--- config.mk ---
export PLATFORM = sky130hd
export DESIGN_NAME = dle_framed_message_deframer
export DESIGN_NICKNAME = d
export VERILOG_FILES = /design/src/design/dfm_pkg.sv /design/src/design/dfm_frame_rx.sv /design/src/design/dle_framed_message_deframer.sv
export SDC_FILE = /design/constraint.sdc
export NUM_CORES = 1
export LEC_CHECK = 0
export ABC_CLOCK_PERIOD_IN_PS = 6430
export BUFFER_PORTS_ARGS = -buffer_cell sky130_fd_sc_hd__buf_2
export CAP_MARGIN = 30
export CORE_MARGIN = 3
export CORE_UTILIZATION = 35
export DETAILED_ROUTE_END_ITERATION = 6
export SETUP_SLACK_MARGIN = 0.05
export SLEW_MARGIN = 30
export SYNTH_ARGS = -nofsm -noshare
export SYNTH_HDL_FRONTEND = slang
export SYNTH_SLANG_ARGS = --single-unit
--- constraint.sdc ---
create_clock -name clk -period 6.43 [get_ports clk]
set_clock_uncertainty 0.1 [all_clocks]
set_input_delay 0.643 -clock clk [delete_from_list [all_inputs] [get_ports clk]]
set_output_delay 0.643 -clock clk [all_outputs]
set_load 0.02 [all_outputs]
--- src/design/dfm_pkg.sv ---
`default_nettype none

package dfm_pkg;

	localparam logic [7:0] DLE_BYTE = 8'h10;
	localparam logic [7:0] ETX_BYTE = 8'h03;
	localparam logic [7:0] FRAME_ID = 8'hC1;

	// body positions: 0 pad, 1 type, 2 signal, 3..6 seconds, 7..10 nanoseconds
	localparam logic [4:0] POS_TYPE     = 5'd1;
	localparam logic [4:0] POS_SIGNAL   = 5'd2;
	localparam logic [4:0] POS_SEC_LO   = 5'd3;
	localparam logic [4:0] POS_SEC_HI   = 5'd6;
	localparam logic [4:0] POS_NS_LO    = 5'd7;
	localparam logic [4:0] POS_NS_HI    = 5'd10;
	localparam logic [4:0] HEADER_BYTES = 5'd11;
	localparam logic [4:0] POS_MAX      = 5'd31;

	localparam logic [1:0] KIND_MODE_AC = 2'd0;
	localparam logic [1:0] KIND_SHORT   = 2'd1;
	localparam logic [1:0] KIND_LONG    = 2'd2;

	localparam int IDX_W = 4;
	localparam int TS_W  = 62;
	localparam logic [29:0] NS_PER_SEC = 30'd1000000000;

	typedef struct packed {
		logic [1:0]  kind;
		logic        crc;
		logic [7:0]  signal;
		logic [31:0] seconds;
		logic [31:0] nanos;
	} hdr_t;

	typedef struct packed {
		logic             en;
		logic [IDX_W-1:0] addr;
		logic [7:0]       data;
	} wr_t;

	function automatic logic [4:0] kind_length(input logic [1:0] kind);
		logic [4:0] len;
		case (kind)
			KIND_MODE_AC: len = 5'd2;
			KIND_SHORT:   len = 5'd7;
			default:      len = 5'd14;
		endcase
		return len;
	endfunction

endpackage

`default_nettype wire

--- src/design/dfm_frame_rx.sv ---
`default_nettype none

module dfm_frame_rx
	import dfm_pkg::*;
#(
	parameter int MAX_PAYLOAD_BYTES = 14
) (
	input  wire logic       clk,
	input  wire logic       arst_n,
	input  wire logic       xfer,
	input  wire logic [7:0] rx_byte,
	input  wire logic       accept_mode_ac,
	output hdr_t            hdr,
	output wr_t             wr,
	output logic            close_ok
);

	localparam logic [1:0] PH_HUNT = 2'd0;
	localparam logic [1:0] PH_LEAD = 2'd1;
	localparam logic [1:0] PH_BODY = 2'd2;
	localparam logic [1:0] PH_ESC  = 2'd3;
	localparam logic [4:0] MAX_LEN = 5'(MAX_PAYLOAD_BYTES);

	logic [1:0] phase_q;
	logic [4:0] pos_q;
	logic       valid_q;
	hdr_t       hdr_q;

	logic       take;
	logic [4:0] pay_pos;
	logic [4:0] len;

	assign take = xfer && (((phase_q == PH_BODY) && (rx_byte != DLE_BYTE)) ||
		((phase_q == PH_ESC) && (rx_byte != ETX_BYTE)));
	assign pay_pos = pos_q - HEADER_BYTES;
	assign len = kind_length(hdr_q.kind);

	assign close_ok = xfer && (phase_q == PH_ESC) && (rx_byte == ETX_BYTE) && valid_q &&
		!((hdr_q.kind == KIND_MODE_AC) && !accept_mode_ac) && (len <= MAX_LEN) &&
		(pos_q >= HEADER_BYTES + len);

	assign wr = '{
		en:   take && (pos_q >= HEADER_BYTES) && (pay_pos < MAX_LEN),
		addr: pay_pos[IDX_W-1:0],
		data: rx_byte
	};
	assign hdr = hdr_q;

	always_ff @(posedge clk or negedge arst_n) begin
		if (!arst_n) begin
			phase_q <= PH_HUNT;
			pos_q   <= '0;
			valid_q <= 1'b0;
			hdr_q   <= '0;
		end else if (xfer) begin
			unique case (phase_q)
				PH_HUNT: begin
					if (rx_byte == DLE_BYTE)
						phase_q <= PH_LEAD;
				end
				PH_LEAD: begin
					if (rx_byte == ETX_BYTE) begin
						phase_q <= PH_HUNT;
					end else if (rx_byte != DLE_BYTE) begin
						valid_q    <= (rx_byte == FRAME_ID);
						pos_q      <= '0;
						hdr_q.kind <= KIND_MODE_AC;
						hdr_q.crc  <= 1'b0;
						phase_q    <= PH_BODY;
					end
				end
				PH_BODY: begin
					if (rx_byte == DLE_BYTE)
						phase_q <= PH_ESC;
				end
				PH_ESC: begin
					phase_q <= (rx_byte == ETX_BYTE) ? PH_HUNT : PH_BODY;
				end
				default: phase_q <= PH_HUNT;
			endcase

			if (take) begin
				if (pos_q == POS_TYPE) begin
					hdr_q.crc <= rx_byte[4];
					if (rx_byte[3:0] > 4'd2) begin
						valid_q <= 1'b0;
					end else begin
						hdr_q.kind <= rx_byte[1:0];
						if (kind_length(rx_byte[1:0]) > MAX_LEN)
							valid_q <= 1'b0;
					end
				end else if (pos_q == POS_SIGNAL) begin
					hdr_q.signal <= rx_byte;
				end else if ((pos_q >= POS_SEC_LO) && (pos_q <= POS_SEC_HI)) begin
					hdr_q.seconds <= {hdr_q.seconds[23:0], rx_byte};
				end else if ((pos_q >= POS_NS_LO) && (pos_q <= POS_NS_HI)) begin
					hdr_q.nanos <= {hdr_q.nanos[23:0], rx_byte};
				end
				if (pos_q != POS_MAX)
					pos_q <= pos_q + 5'd1;
			end
		end
	end

endmodule

`default_nettype wire

--- src/design/dle_framed_message_deframer.sv ---
// dle-stuffed frame deframer for type c1 frames (mode a/c, short and long mode s)
// input stream: one raw byte per transfer on s_tdata; a frame opens with dle and an
// id byte, closes on an unescaped dle etx, and dle inside the frame escapes the
// next byte. frames with a foreign id, unknown type, too few bytes or mode a/c
// while accept_mode_ac is low are dropped silently.
// output stream: on a good close the 2, 7 or 14 payload bytes come out one per
// transfer with kind and crc flag on m_tuser, signal power, timestamp in ns,
// byte index and data on m_tdata, and m_tlast on the final byte.
// throughput: one input byte per cycle while parsing. after the closing etx the
// input is held off for the timestamp work (a 32 x 30 bit multiply, then the
// add of the nanoseconds), then while the payload memory is read out, so the
// next frame is not taken until the last payload byte has been loaded out.
// the first payload byte is registered out in the emit state after the add.
// if the receiver stalls, the output register holds its transfer and the
// read-out waits; no byte is lost.
// reset clears the parser to hunting for a start dle and drops any frame in
// flight; accept_mode_ac resets to 0. the payload memory needs no clearing.
`default_nettype none

module dle_framed_message_deframer
	import dfm_pkg::*;
#(
	parameter int MAX_PAYLOAD_BYTES = 14
) (
	input  wire logic        clk,
	input  wire logic        arst_n,
	input  wire logic        cfg_we,
	input  wire logic        cfg_wdata,   // accept_mode_ac
	input  wire logic        s_tvalid,
	output logic             s_tready,
	input  wire logic [7:0]  s_tdata,     // rx_byte
	output logic             m_tvalid,
	input  wire logic        m_tready,
	output logic [95:0]      m_tdata,     // signal_power, timestamp_ns, byte_index, data_byte
	output logic [2:0]       m_tuser,     // msg_kind, crc_present
	output logic             m_tlast      // last
);

	localparam int ADDR_W = $clog2(MAX_PAYLOAD_BYTES);
	localparam logic [IDX_W-1:0] MAX_IDX = IDX_W'(MAX_PAYLOAD_BYTES);

	localparam logic [1:0] ST_PARSE = 2'd0;
	localparam logic [1:0] ST_MUL   = 2'd1;
	localparam logic [1:0] ST_ADD   = 2'd2;
	localparam logic [1:0] ST_EMIT  = 2'd3;

	logic [1:0]       state_q;
	logic             acc_ac_q;
	hdr_t             hdr;
	wr_t              wr;
	logic             close_ok;

	logic [7:0]       mem [MAX_PAYLOAD_BYTES];
	logic [7:0]       rd_data_q;
	logic [IDX_W-1:0] rd_addr;
	logic [IDX_W-1:0] idx_q;
	logic [IDX_W-1:0] last_idx_q;
	logic             load;

	logic [TS_W-1:0]  prod_s1;
	logic [15:0]      power_s1;
	logic [TS_W-1:0]  ts_s2;

	logic             out_valid_q;
	logic [1:0]       out_kind_q;
	logic             out_crc_q;
	logic [15:0]      out_power_q;
	logic [TS_W-1:0]  out_ts_q;
	logic [IDX_W-1:0] out_idx_q;
	logic [7:0]       out_data_q;
	logic             out_last_q;

	assign s_tready = (state_q == ST_PARSE);

	dfm_frame_rx #(
		.MAX_PAYLOAD_BYTES(MAX_PAYLOAD_BYTES)
	) u_rx (
		.clk            (clk),
		.arst_n         (arst_n),
		.xfer           (s_tvalid && s_tready),
		.rx_byte        (s_tdata),
		.accept_mode_ac (acc_ac_q),
		.hdr            (hdr),
		.wr             (wr),
		.close_ok       (close_ok)
	);

	always_ff @(posedge clk or negedge arst_n) begin
		if (!arst_n)
			acc_ac_q <= 1'b0;
		else if (cfg_we)
			acc_ac_q <= cfg_wdata;
	end

	// payload memory; the read address runs one ahead when a byte is loaded out
	assign load = (state_q == ST_EMIT) && (!out_valid_q || m_tready);
	assign rd_addr = load ? idx_q + IDX_W'(1) : idx_q;

	always_ff @(posedge clk) begin
		if (wr.en)
			mem[wr.addr[ADDR_W-1:0]] <= wr.data;
		if (rd_addr < MAX_IDX)
			rd_data_q <= mem[rd_addr[ADDR_W-1:0]];
	end

	// timestamp: multiply, register, then add; the signal power is squared alongside the multiply
	always_ff @(posedge clk) begin
		if (state_q == ST_MUL) begin
			prod_s1  <= TS_W'(hdr.seconds) * TS_W'(NS_PER_SEC);
			power_s1 <= 16'(hdr.signal) * 16'(hdr.signal);
		end
		if (state_q == ST_ADD)
			ts_s2 <= prod_s1 + TS_W'(hdr.nanos);
	end

	always_ff @(posedge clk or negedge arst_n) begin
		if (!arst_n) begin
			state_q    <= ST_PARSE;
			idx_q      <= '0;
			last_idx_q <= '0;
		end else begin
			unique case (state_q)
				ST_PARSE: begin
					if (close_ok) begin
						idx_q      <= '0;
						last_idx_q <= IDX_W'(kind_length(hdr.kind) - 5'd1);
						state_q    <= ST_MUL;
					end
				end
				ST_MUL:  state_q <= ST_ADD;
				ST_ADD:  state_q <= ST_EMIT;
				ST_EMIT: begin
					if (load) begin
						idx_q <= idx_q + IDX_W'(1);
						if (idx_q == last_idx_q)
							state_q <= ST_PARSE;
					end
				end
				default: state_q <= ST_PARSE;
			endcase
		end
	end

	always_ff @(posedge clk or negedge arst_n) begin
		if (!arst_n)
			out_valid_q <= 1'b0;
		else if (load)
			out_valid_q <= 1'b1;
		else if (m_tready)
			out_valid_q <= 1'b0;
	end

	always_ff @(posedge clk) begin
		if (load) begin
			out_kind_q  <= hdr.kind;
			out_crc_q   <= hdr.crc;
			out_power_q <= power_s1;
			out_ts_q    <= ts_s2;
			out_idx_q   <= idx_q;
			out_data_q  <= rd_data_q;
			out_last_q  <= (idx_q == last_idx_q);
		end
	end

	assign m_tvalid = out_valid_q;
	assign m_tdata  = {6'b0, out_data_q, out_idx_q, out_ts_q, out_power_q};
	assign m_tuser  = {out_crc_q, out_kind_q};
	assign m_tlast  = out_last_q;

endmodule

`default_nettype wire

==> run metrics, run 1 <==
die width between 300 and 400 um; end of the critical path prod_s1[51]$_DFFE_PN_; share of layout cells above drive strength 1 between 10% and 20%; switching share of power 27.7%; HP Start cfg_wdata; Reg2Reg Capture Point prod_s1[51]$_DFFE_PN_; Clock Tree Root clkbuf_16; DR iter-0 viols approximately 1.1k; largest net degree at the start of global routing just over 70; Remaining DRCs 0; Slew @ Worst Pin just over 0.9 ns; worst setup path start u_rx.hdr[37]$_DFFE_PN0P_; worst relative slew slack just under 40%; Fmax approximately 150 MHz; worst r2r path cells 22; wire per inst about 17 um; initial antenna violation count 1; DRT Wirelength a little under 70 mm; Filler Cell Count ~8.6k; initial core utilization a little over a third; Max VDD drop roughly 0.2 mV; via count just under 20k; Post-synth EDFFs 343; Max FO, Critical Path 4; P_sw around 2100 uW; I/O pins about 120; leakage power around 0.017 uW; core area 90,800 um2; Gate power share 20.4%; total gr overflow 0; part of the cycle the worst path needs 101%; drt first pass iters 5; Syn Inst Count between 2k and 3k; Power per Cell Area 198 nW/um2; Post-Syn Area roughly 32,000 um2; fin cells between 4k and 5k; Ant. Diodes 0; outcome finished, violations left; sequential area share after synthesis between 30% and 40%; Synth Flop Type edfxtp_1; CTS tree built; remaining antenna violation count after routing 0; Placer Congestion 0.853; worst hold stages 2; startpoint types register; endpoint class of the critical path register; reg2reg setup slack -0.06 ns; placed cells 4,028; Max Cap Viol 0; CP Class reg2reg; Avg Inst Size Synth approximately 12 um2; register bit total from synthesis roughly 440; Yosys warnings 0; placed cell area 35,500 um2; cell-internal power about 5400 uW; Critical Path RT ~6.7 ns; die area just under 100,000 um2; sequential share of power 42.0%; clock power share between 30% and 40%; endpoints failing hold 0; # setup viols final 2; Sink Count about 440; GRT Util Overall 14.7%; Die Y 310 um; number of H-tree levels 2; setup slack after layout -0.0592 ns; DP HPWL ~55 mm; synth unique cells 83; type of the most critical hold path in2reg; clk_lat worst skew ~0.62 ns; Final Instance Area about 38,000 um2; number of global-route vias before repair ~20k; Max Slew Vio Count 0; FFs w/ async S/R, synth a little over a fifth; Area Growth Syn to Fin 16.8%; clock buffer count from CTS 48; RSZ-0062 raised after global routing true; Via-to-Cell Ratio ~4.8; Cell Rows between 100 and 150; CTS clk-pin slew, worst paths around 0.060 ns; CTS Buffer Depth 3; minimum clock period 6.49 ns; Worst Path Arrival slightly below 7 ns; global-route wire length before repair 112 mm; failing checks setup timing; worst reg2reg startpoint u_rx.hdr[37]$_DFFE_PN0P_; setup tns final -0.103 ns; nets ~3.6k; PortBufs approximately 110
[critical path: stages (launching register included)]
cell and delay [ns]:
dfrtp_1 0.37, inv_2 0.06, buf_6 0.12, fa_1 0.54, fa_1 0.44, fa_1 0.52, fa_2 0.45, fa_1 0.58
inv_2 0.05, fa_1 0.56, inv_2 0.05, fa_1 0.55, inv_2 0.05, ha_4 0.25, a21oi_1 0.22, o21ai_2 0.12
nor4_2 0.36, a211oi_2 0.13, a21oi_2 0.25, buf_4 0.16, o21ai_1 0.06, a21oi_1 0.18, xnor2_1 0.09
[routing by layer]
metal  up-vias  global-route usage [%]  routed length, um
li1       9366                       -                  -
met2       323                    24.0              32600
met5         -                       0                  0
met1      9936                    20.6              32000
met3        94                    1.99               2520
met4         0                    4.17               1890
[flip-flops by register name, indices dropped and copies added, names as in the netlist]
name and cells:
acc_ac_q 1, m_tlast 1, power_s1 15, ts_s2 62, out_ts_q 62, u_rx.phase_q 2
u_rx.hdr 75, u_rx.pos_q 5, m_tvalid 1, out_crc_q 1, idx_q 4, state_q 2
out_data_q 8, out_idx_q 4, prod_s1 53, out_kind_q 2, rd_data_q 8, mem 112
last_idx_q 4, out_power_q 15, u_rx.valid_q 1
[timing repair]
action / in CTS / in global routing
pin swaps: 32 / 18
resized for setup: 62 / 59
endpoints found under the setup margin: 19 / 22
hold buffers: 1 / 0
hold endpoints to repair: 25 / 0
buffers inserted: 12 / 7
[cell usage after synthesis, drive strengths merged (5+ instances only)]
library cell / number / area (um2)
nor2: 83 / 312
and3: 12 / 75.1
nor2b: 9 / 56.3
o211ai: 5 / 47.5
xor2: 51 / 454
nand3: 26 / 130
nand4: 31 / 194
fa: 338 / 6770
inv: 564 / 2120
nand2: 121 / 454
ha: 334 / 4180
a21oi: 93 / 469
xnor2: 75 / 664
and2: 19 / 119
nand2b: 12 / 75.1
a21o: 41 / 308
dfrtp: 95 / 2380
buf: 27 / 156
mux4: 32 / 721
clkbuf: 29 / 109
nor4: 13 / 96.3
nor3: 28 / 140
or3: 6 / 37.5
o21a: 8 / 60.1
o21bai: 10 / 78.8
or2: 6 / 37.5
o21ai: 75 / 375
a211oi: 10 / 80.1
mux2: 66 / 743
edfxtp: 343 / 10300
a31oi: 7 / 50.1
[cell families (layout without fill, tap and decap cells)]
kind of cell / after synthesis / after routing / share of synthesized area (%)
adders and majority gates: 672 / 672 / 33.8
buffers and inverters: 620 / 948 / 7.36
DFF: 438 / 438 / 39.2
and+or+nand+nor: 379 / 379 / 5.70
AOI/OAI and AO/OA: 293 / 293 / 5.87
xor gates and xnor gates: 126 / 126 / 3.46
muxes: 100 / 100 / 4.59
other: 1 / 7 / 0.0116
[layout make-up]
| class | instances | area [um2] | share of cell area [%] |
|---|---|---|---|
| Multi-Input combinational cell | 1577 | 17800 | 47.2 |
| Sequential cell | 438 | 12700 | 33.6 |
| Inverter | 564 | 2120 | 5.62 |
| Timing Repair Buffer | 294 | 2030 | 5.38 |
| Tap cell | 1176 | 1470 | 3.89 |
| Clock buffer | 67 | 1320 | 3.50 |
| Clock inverter | 23 | 314 | 0.831 |
[per-stage QoR]
step,setup WS [ns],hold slack [ns],util (%),power [uW]
detailed placement,-0.265,0.305,39.1,4640
global route,-0.247,0.137,41.6,7900
CTS,-0.00313,0.116,41.3,7550
finish,-0.0592,0.156,41.6,7480
floorplan,0.0539,0.247,-,4140
global placement,-0.158,0.301,39.0,4630
[layout by cell type, fill, tap and decap left out, types with 8 or more instances in the layout]
cell type and n:
inv_1 542, clkbuf_1 15, nand4_1 31, dfrtp_1 81
nand2b_1 12, buf_6 17, nor2_1 81, inv_2 20
o21ai_1 37, ha_4 12, clkbuf_16 49, xnor2_1 73
o21bai_1 9, nor2b_1 9, dfrtp_2 14, buf_2 107
mux2_2 21, nor3_1 23, fa_1 331, buf_4 167
edfxtp_1 343, a21oi_1 84, nand3_1 25, mux4_2 32
ha_1 319, o21ai_0 32, a21o_1 41, nor4_1 8
and2_1 18, and3_1 10, o21a_1 8, mux2_1 45
nand2_1 119, xor2_1 48
[how the worst min path moves through the flow]
stage / slack, ns / to
2_1_floorplan: 0.25 / acc_ac_q$_DFFE_PN0P_
6_report: 0.16 / acc_ac_q$_DFFE_PN0P_
3_3_place_gp: 0.30 / out_ts_q[4]$_DFFE_PP_
5_1_grt: 0.14 / acc_ac_q$_DFFE_PN0P_
3_5_place_dp: 0.30 / out_power_q[10]$_DFFE_PP_
4_1_cts: 0.12 / acc_ac_q$_DFFE_PN0P_
[power groups by stage]
| stage | clock (uW) | combinational, uW | sequential [uW] |
|---|---|---|---|
| after floorplan | 0 | 952 | 3190 |
| after global placement | 0 | 1430 | 3200 |
| after detailed placement | 0 | 1440 | 3200 |
| after CTS | 2900 | 1510 | 3140 |
| after global routing | 3010 | 1750 | 3150 |
| final | 2810 | 1530 | 3140 |
No activity file was read; power rests on OpenSTA's default activity.
==> run 2: changes to the inputs <==
--- a/config.mk
+++ b/config.mk
@@ -8,3 +8,2 @@
 export ABC_CLOCK_PERIOD_IN_PS = 6430
-export BUFFER_PORTS_ARGS = -buffer_cell sky130_fd_sc_hd__buf_2
 export CAP_MARGIN = 30
@@ -12,3 +11,5 @@
 export CORE_UTILIZATION = 35
+export CTS_BUF_LIST = sky130_fd_sc_hd__clkbuf_16
 export DETAILED_ROUTE_END_ITERATION = 6
+export DONT_BUFFER_PORTS = 1
 export SETUP_SLACK_MARGIN = 0.05
==> constraint.sdc (replaced) <==
create_clock -name clk -period 6.43 [get_ports clk]
set_clock_uncertainty 0.1 [all_clocks]
set_input_delay 1.286 -clock clk [delete_from_list [all_inputs] [get_ports clk]]
set_output_delay 1.286 -clock clk [all_outputs]
set_load 0.02 [all_outputs]
==> run metrics, run 2 (same netlist as run 1, synthesis figures left out) <==
commonest non-fill, non-tap cells in the layout inv_1 (548), edfxtp_1 (343), fa_1 (322), ha_1 (307), buf_4 (169); Max Slew Vio Count 0 (unchanged); CP Class reg2reg; die area 96,100 um2 (unchanged); type of the most critical hold path in2async; DP HPWL 55.1 mm (-0.25%); RSZ-0062 raised after global routing true; CTS clk-pin slew, worst paths 0.06 ns (about the same); P_sw 2100 uW (+1.1%); Sink Count 438 (unchanged); Placer Congestion 0.850 (-0.34%); Critical Path RT 6.70 ns (about the same); global-route wire length before repair 112 mm (about the same); hold_ws 0.274 ns (+0.118 ns); Power per Cell Area 201 nW/um2 (+1.3%); Fmax 157 MHz (+1.8%); Remaining DRCs 0 (unchanged); Die Y 310 um (unchanged); endpoints failing hold 0 (unchanged); outcome finished clean; startpoint types register; cell-internal power 5440 uW (+0.57%); largest net degree at the start of global routing 96 (+35%); Max VDD drop 0.193 mV (-4.8%); Slew @ Worst Pin 0.979 ns (+0.0578 ns); total gr overflow 0 (unchanged); drt first pass iters 5 (unchanged); sequential share of power 41.7% (-0.3 points); remaining antenna violation count after routing 0 (unchanged); Max Cap Viol 0 (unchanged); setup slack after layout 0.0541 ns (+0.113 ns); Gate power share 21.0% (+0.6 points); via count 19.1k (-3.1%); wire per inst 17.2 um (+3.0%); number of H-tree levels 2 (unchanged); Post-CTS Hold Buffers 0 (-1); DRT Wirelength 69.3 mm (+0.48%); share of layout cells above drive strength 1 17.0% (-1.4 points); GRT Util Overall 14.8% (+0.088 points); DR iter-0 viols 1,022 (-3.4%); switching share of power 27.8% (+0.11 points); core area 90,800 um2 (unchanged); minimum clock period 6.38 ns (-0.113 ns); number of global-route vias before repair 19.9k (-2.5%); Filler Cell Count 8,474 (-1.5%); CTS tree built; setup tns final 0 ns (+0.103 ns); most common cell after layout, fill and taps aside inv_1; Area Growth Syn to Fin 16.2%; nets 3,505 (-2.9%); Setup WS pre-CTS -0.244 ns (+0.0209 ns); clock power share 37.3% (-0.3 points); Largest register FFs 112 (unchanged); endpoint class of the critical path register; Power Total 7540 uW (+0.73%); initial antenna violation count 0 (-1); I/O pins 116 (unchanged); Cell Rows 110 (unchanged); initial core utilization 35.6% (unchanged); # setup viols final 0 (-2); PortBufs 0 (-100%); Clock Tree Root clkbuf_16; worst relative slew slack 34.5% (-4.1 points); die width 310 um (unchanged); clk_lat worst skew 0.63 ns (about the same); clock buffer count from CTS 49 (+2.1%); Max FO, Critical Path 5 (+1); part of the cycle the worst path needs 99.2% (-1.8 points); Via-to-Cell Ratio 4.74 (-0.59%); leakage power 0.0170 uW (-2.2%); Worst Path Arrival 6.64 ns (-0.12 ns); Ant. Diodes 0 (unchanged); CTS Buffer Depth 3 (unchanged)
==> run 2: metrics by stage <==
stage | utilization (%) | instances | area, um2
after floorplan | - | 2635 | 32400
after global placement | 38.5 | 3921 | 34900
after detailed placement | 38.5 | 3921 | 34900
after CTS | 40.6 | 4017 | 36900
after global routing | 41.4 | 4036 | 37600
final | 41.4 | 4036 | 37600
==> run 2: path summary, 6_finish.rpt <==
kind	start	endpoint	slack (ns)	cells past startpoint
worst max-delay path	u_rx.hdr[39]$_DFFE_PN0P_	prod_s1[58]$_DFFE_PN_	0.05	23
worst min-delay path	arst_n	u_rx.hdr[61]$_DFFE_PN0P_	0.27	0
worst max register to register	u_rx.hdr[39]$_DFFE_PN0P_	prod_s1[58]$_DFFE_PN_	0.05	23
worst min register to register	ts_s2[12]$_DFFE_PP_	out_ts_q[12]$_DFFE_PP_	0.29	0
max in group asynchronous	arst_n	u_rx.hdr[18]$_DFFE_PN0P_	5.61	0
min in group clk	ts_s2[12]$_DFFE_PP_	out_ts_q[12]$_DFFE_PP_	0.29	0
==> run 2: area by class of cell <==
type | count | area, um2 | area share [%]
Clock buffer | 49 | 1230 | 3.26
Clock inverter | 43 | 413 | 1.10
Inverter | 564 | 2120 | 5.65
Multi-Input combinational cell | 1577 | 18100 | 48.3
Sequential cell | 438 | 12700 | 33.8
Tap cell | 1176 | 1470 | 3.92
Timing Repair Buffer | 189 | 1510 | 4.02
==> run 2: what timing repair did <==
action | CTS | global route
buffers inserted | 4 | 20
pin swaps | 27 | 69
resized for setup | 61 | 123
endpoints found under the setup margin | 19 | 23
==> run 2: power groups by stage <==
stage / Combinational [uW] / Clock (uW) / Sequential, uW
3_3_place_gp: 1400 / 0 / 3200
2_1_floorplan: 952 / 0 / 3190
5_1_grt: 1780 / 3030 / 3150
3_5_place_dp: 1390 / 0 / 3200
4_1_cts: 1470 / 2910 / 3140
6_report: 1580 / 2810 / 3140
==> run 2: critical path, stage by stage, from the launching register on <==
cell and delay (ns):
dfrtp_1 0.38, inv_2 0.07, buf_6 0.13, fa_2 0.55, fa_1 0.43, fa_1 0.51
fa_1 0.44, fa_1 0.51, inv_2 0.04, fa_1 0.57, inv_2 0.05, fa_1 0.54
inv_2 0.05, ha_4 0.26, buf_6 0.10, nand2_1 0.08, buf_4 0.14, nor2_1 0.08
nand2_1 0.05, and3_4 0.18, a2111o_1 0.39, a31oi_4 0.24, a211oi_2 0.10, xnor2_1 0.13
==> run 2: per-layer routing <==
metal | part of all wire (%) | up-vias | track usage [%] | wire [um]
met4 | 1.7 | 0 | 3.40 | 1200
met2 | 48 | 251 | 24.3 | 33400
met1 | 47 | 9636 | 20.8 | 32500
met5 | 0 | - | 0 | 0
li1 | - | 9159 | - | -
met3 | 3.2 | 69 | 2.16 | 2200
==> run 3: changes to the inputs <==
REMOVE_ABC_BUFFERS = 1   (was default)
==> run metrics, run 3 (same netlist as run 1, synthesis figures left out) <==
die width 310 um (unchanged); initial core utilization 35.6% (unchanged); Clock Tree Root clkbuf_16; I/O pins 116 (unchanged); Area Growth Syn to Fin 17.0%; nets 3,552 (+1.3%); drt first pass iters 5 (unchanged); CP Class reg2reg; setup slack after layout -0.0360 ns (-0.0901 ns); clock buffer count from CTS 50 (+2.0%); Max VDD drop 0.158 mV (-18%); largest net degree at the start of global routing 96 (unchanged); Via-to-Cell Ratio 4.75 (+0.22%); number of global-route vias before repair 20.2k (+1.9%); startpoint types register; Fmax 155 MHz (-1.4%); hold_ws 0.277 ns (+0.00245 ns); Max Cap Viol 0 (unchanged); endpoints failing hold 0 (unchanged); leakage power 0.0173 uW (+2.0%); Max Slew Vio Count 0 (unchanged); via count 19.4k (+1.3%); Max FO, Critical Path 5 (unchanged); DR iter-0 viols 1,132 (+11%); endpoint class of the critical path register; GRT Util Overall 15.0% (+0.19 points); CTS Buffer Depth 3 (unchanged); clk_lat worst skew 0.64 ns (about the same); wire per inst 17.2 um (about the same); CTS clk-pin slew, worst paths 0.07 ns (about the same); core area 90,800 um2 (unchanged); DP HPWL 55.6 mm (+0.84%); RSZ-0062 raised after global routing true; worst relative slew slack 39.6% (+5.1 points); Largest register FFs 112 (unchanged); type of the most critical hold path in2async; PortBufs 0 (unchanged); global-route wire length before repair 113 mm (+0.93%); Placer Congestion 0.868 (+2.0%); share of layout cells above drive strength 1 17.9% (+0.88 points); # setup viols final 1 (+1); Power per Cell Area 203 nW/um2 (+1.0%); post-layout util 41.7% (+0.31 points); Worst Path Arrival 6.73 ns (+0.09 ns); Slew @ Worst Pin 0.903 ns (-0.0763 ns); Critical Path RT 6.69 ns (about the same); CTS tree built; Die Y 310 um (unchanged); minimum clock period 6.47 ns (+0.0901 ns); Sink Count 438 (unchanged); outcome finished, violations left; part of the cycle the worst path needs 101% (+1.4 points); commonest non-fill, non-tap cells in the layout inv_1 (544), edfxtp_1 (343), fa_1 (320), ha_1 (318), buf_4 (215); remaining antenna violation count after routing 0 (unchanged); failing checks setup timing; Remaining DRCs 0 (unchanged); die area 96,100 um2 (unchanged); setup tns final -0.0360 ns (-0.0360 ns); Cell Rows 110 (unchanged); initial antenna violation count 0 (unchanged); DRT Wirelength 70.2 mm (+1.2%); number of H-tree levels 2 (unchanged); most common cell after layout, fill and taps aside inv_1; total gr overflow 0 (unchanged)
==> run 3: cell types whose count changed in the layout (fill, tap and decap cells not counted), sizes merged <==
| cell | before | now |
|---|---|---|
| clkbuf | 49 | 50 |
| diode | 0 | 1 |
| clkinv | 23 | 20 |
| bufinv | 5 | 8 |
| buf | 189 | 235 |
| inv | 576 | 572 |
==> run 3: repair_timing <==
item / 4_1_cts / 5_1_grt
gates cloned: 0 / 0
setup buffers: 31 / 12
setup endpoints to repair: 23 / 24
resized for setup: 101 / 70
hold buffers: 0 / 0
pin swaps: 77 / 62
==> run 3: metrics by stage <==
stage | setup WS [ns] | power [uW] | std cells | cell area (um2)
2_1_floorplan | -0.246 | 4130 | 2579 | 32100
3_3_place_gp | -0.511 | 4610 | 3946 | 35100
3_5_place_dp | -0.560 | 4610 | 3946 | 35100
4_1_cts | -0.0720 | 7730 | 4066 | 37400
5_1_grt | -0.239 | 8100 | 4079 | 37900
6_report | -0.0360 | 7670 | 4080 | 37900
==> run 3: final timing paths <==
check	depth (start not counted)	endpoint	slack [ns]	startpoint
hold / removal	0	u_rx.hdr[57]$_DFFE_PN0P_	0.28	arst_n
setup reg to reg	22	prod_s1[58]$_DFFE_PN_	-0.04	u_rx.hdr[40]$_DFFE_PN0P_
hold reg to reg	0	out_ts_q[32]$_DFFE_PP_	0.31	ts_s2[32]$_DFFE_PP_
setup / recovery	22	prod_s1[58]$_DFFE_PN_	-0.04	u_rx.hdr[40]$_DFFE_PN0P_
max in group asynchronous	0	u_rx.hdr[23]$_DFFE_PN0P_	5.61	arst_n
min in group clk	0	out_ts_q[32]$_DFFE_PP_	0.31	ts_s2[32]$_DFFE_PP_
==> run 3: area by class of cell <==
cell class	instances	area [um2]
Multi-Input combinational cell	1577	18000
Timing Repair Buffer	235	1860
Sequential cell	438	12700
Clock inverter	39	483
Antenna cell	1	2.50
Inverter	564	2120
Tap cell	1176	1470
Clock buffer	50	1250
Fill cell	8472	53000
==> run 3: worst max-delay path, stage by stage, from the launching register on <==
cell and delay [ns]:
dfrtp_2 0.47, buf_4 0.17, ha_4 0.23, buf_4 0.14, fa_1 0.50, fa_1 0.51, fa_1 0.49, inv_1 0.06
fa_1 0.53, inv_1 0.05, fa_1 0.51, fa_1 0.46, ha_4 0.29, buf_4 0.12, nand2_1 0.07, buf_4 0.16
nor2_4 0.10, o21ai_1 0.08, and3_4 0.17, a2111o_1 0.48, a31oi_4 0.26, a211oi_2 0.10, xnor2_1 0.13
==> run 3: power breakdown <==
part / internal (uW) / total (uW) / switching (uW) / leakage, uW
clock network: 1760 / 2960 / 1210 / 0.000857
logic: 717 / 1570 / 849 / 0.0121
registers: 3100 / 3140 / 44.7 / 0.00440
==> run 3: routing by layer <==
layer | part of all wire (%) | GRT usage, %
met1 | 46 | 20.7
met4 | 2.0 | 3.48
met2 | 49 | 25.1
met3 | 3.3 | 2.10
met5 | 0 | 0
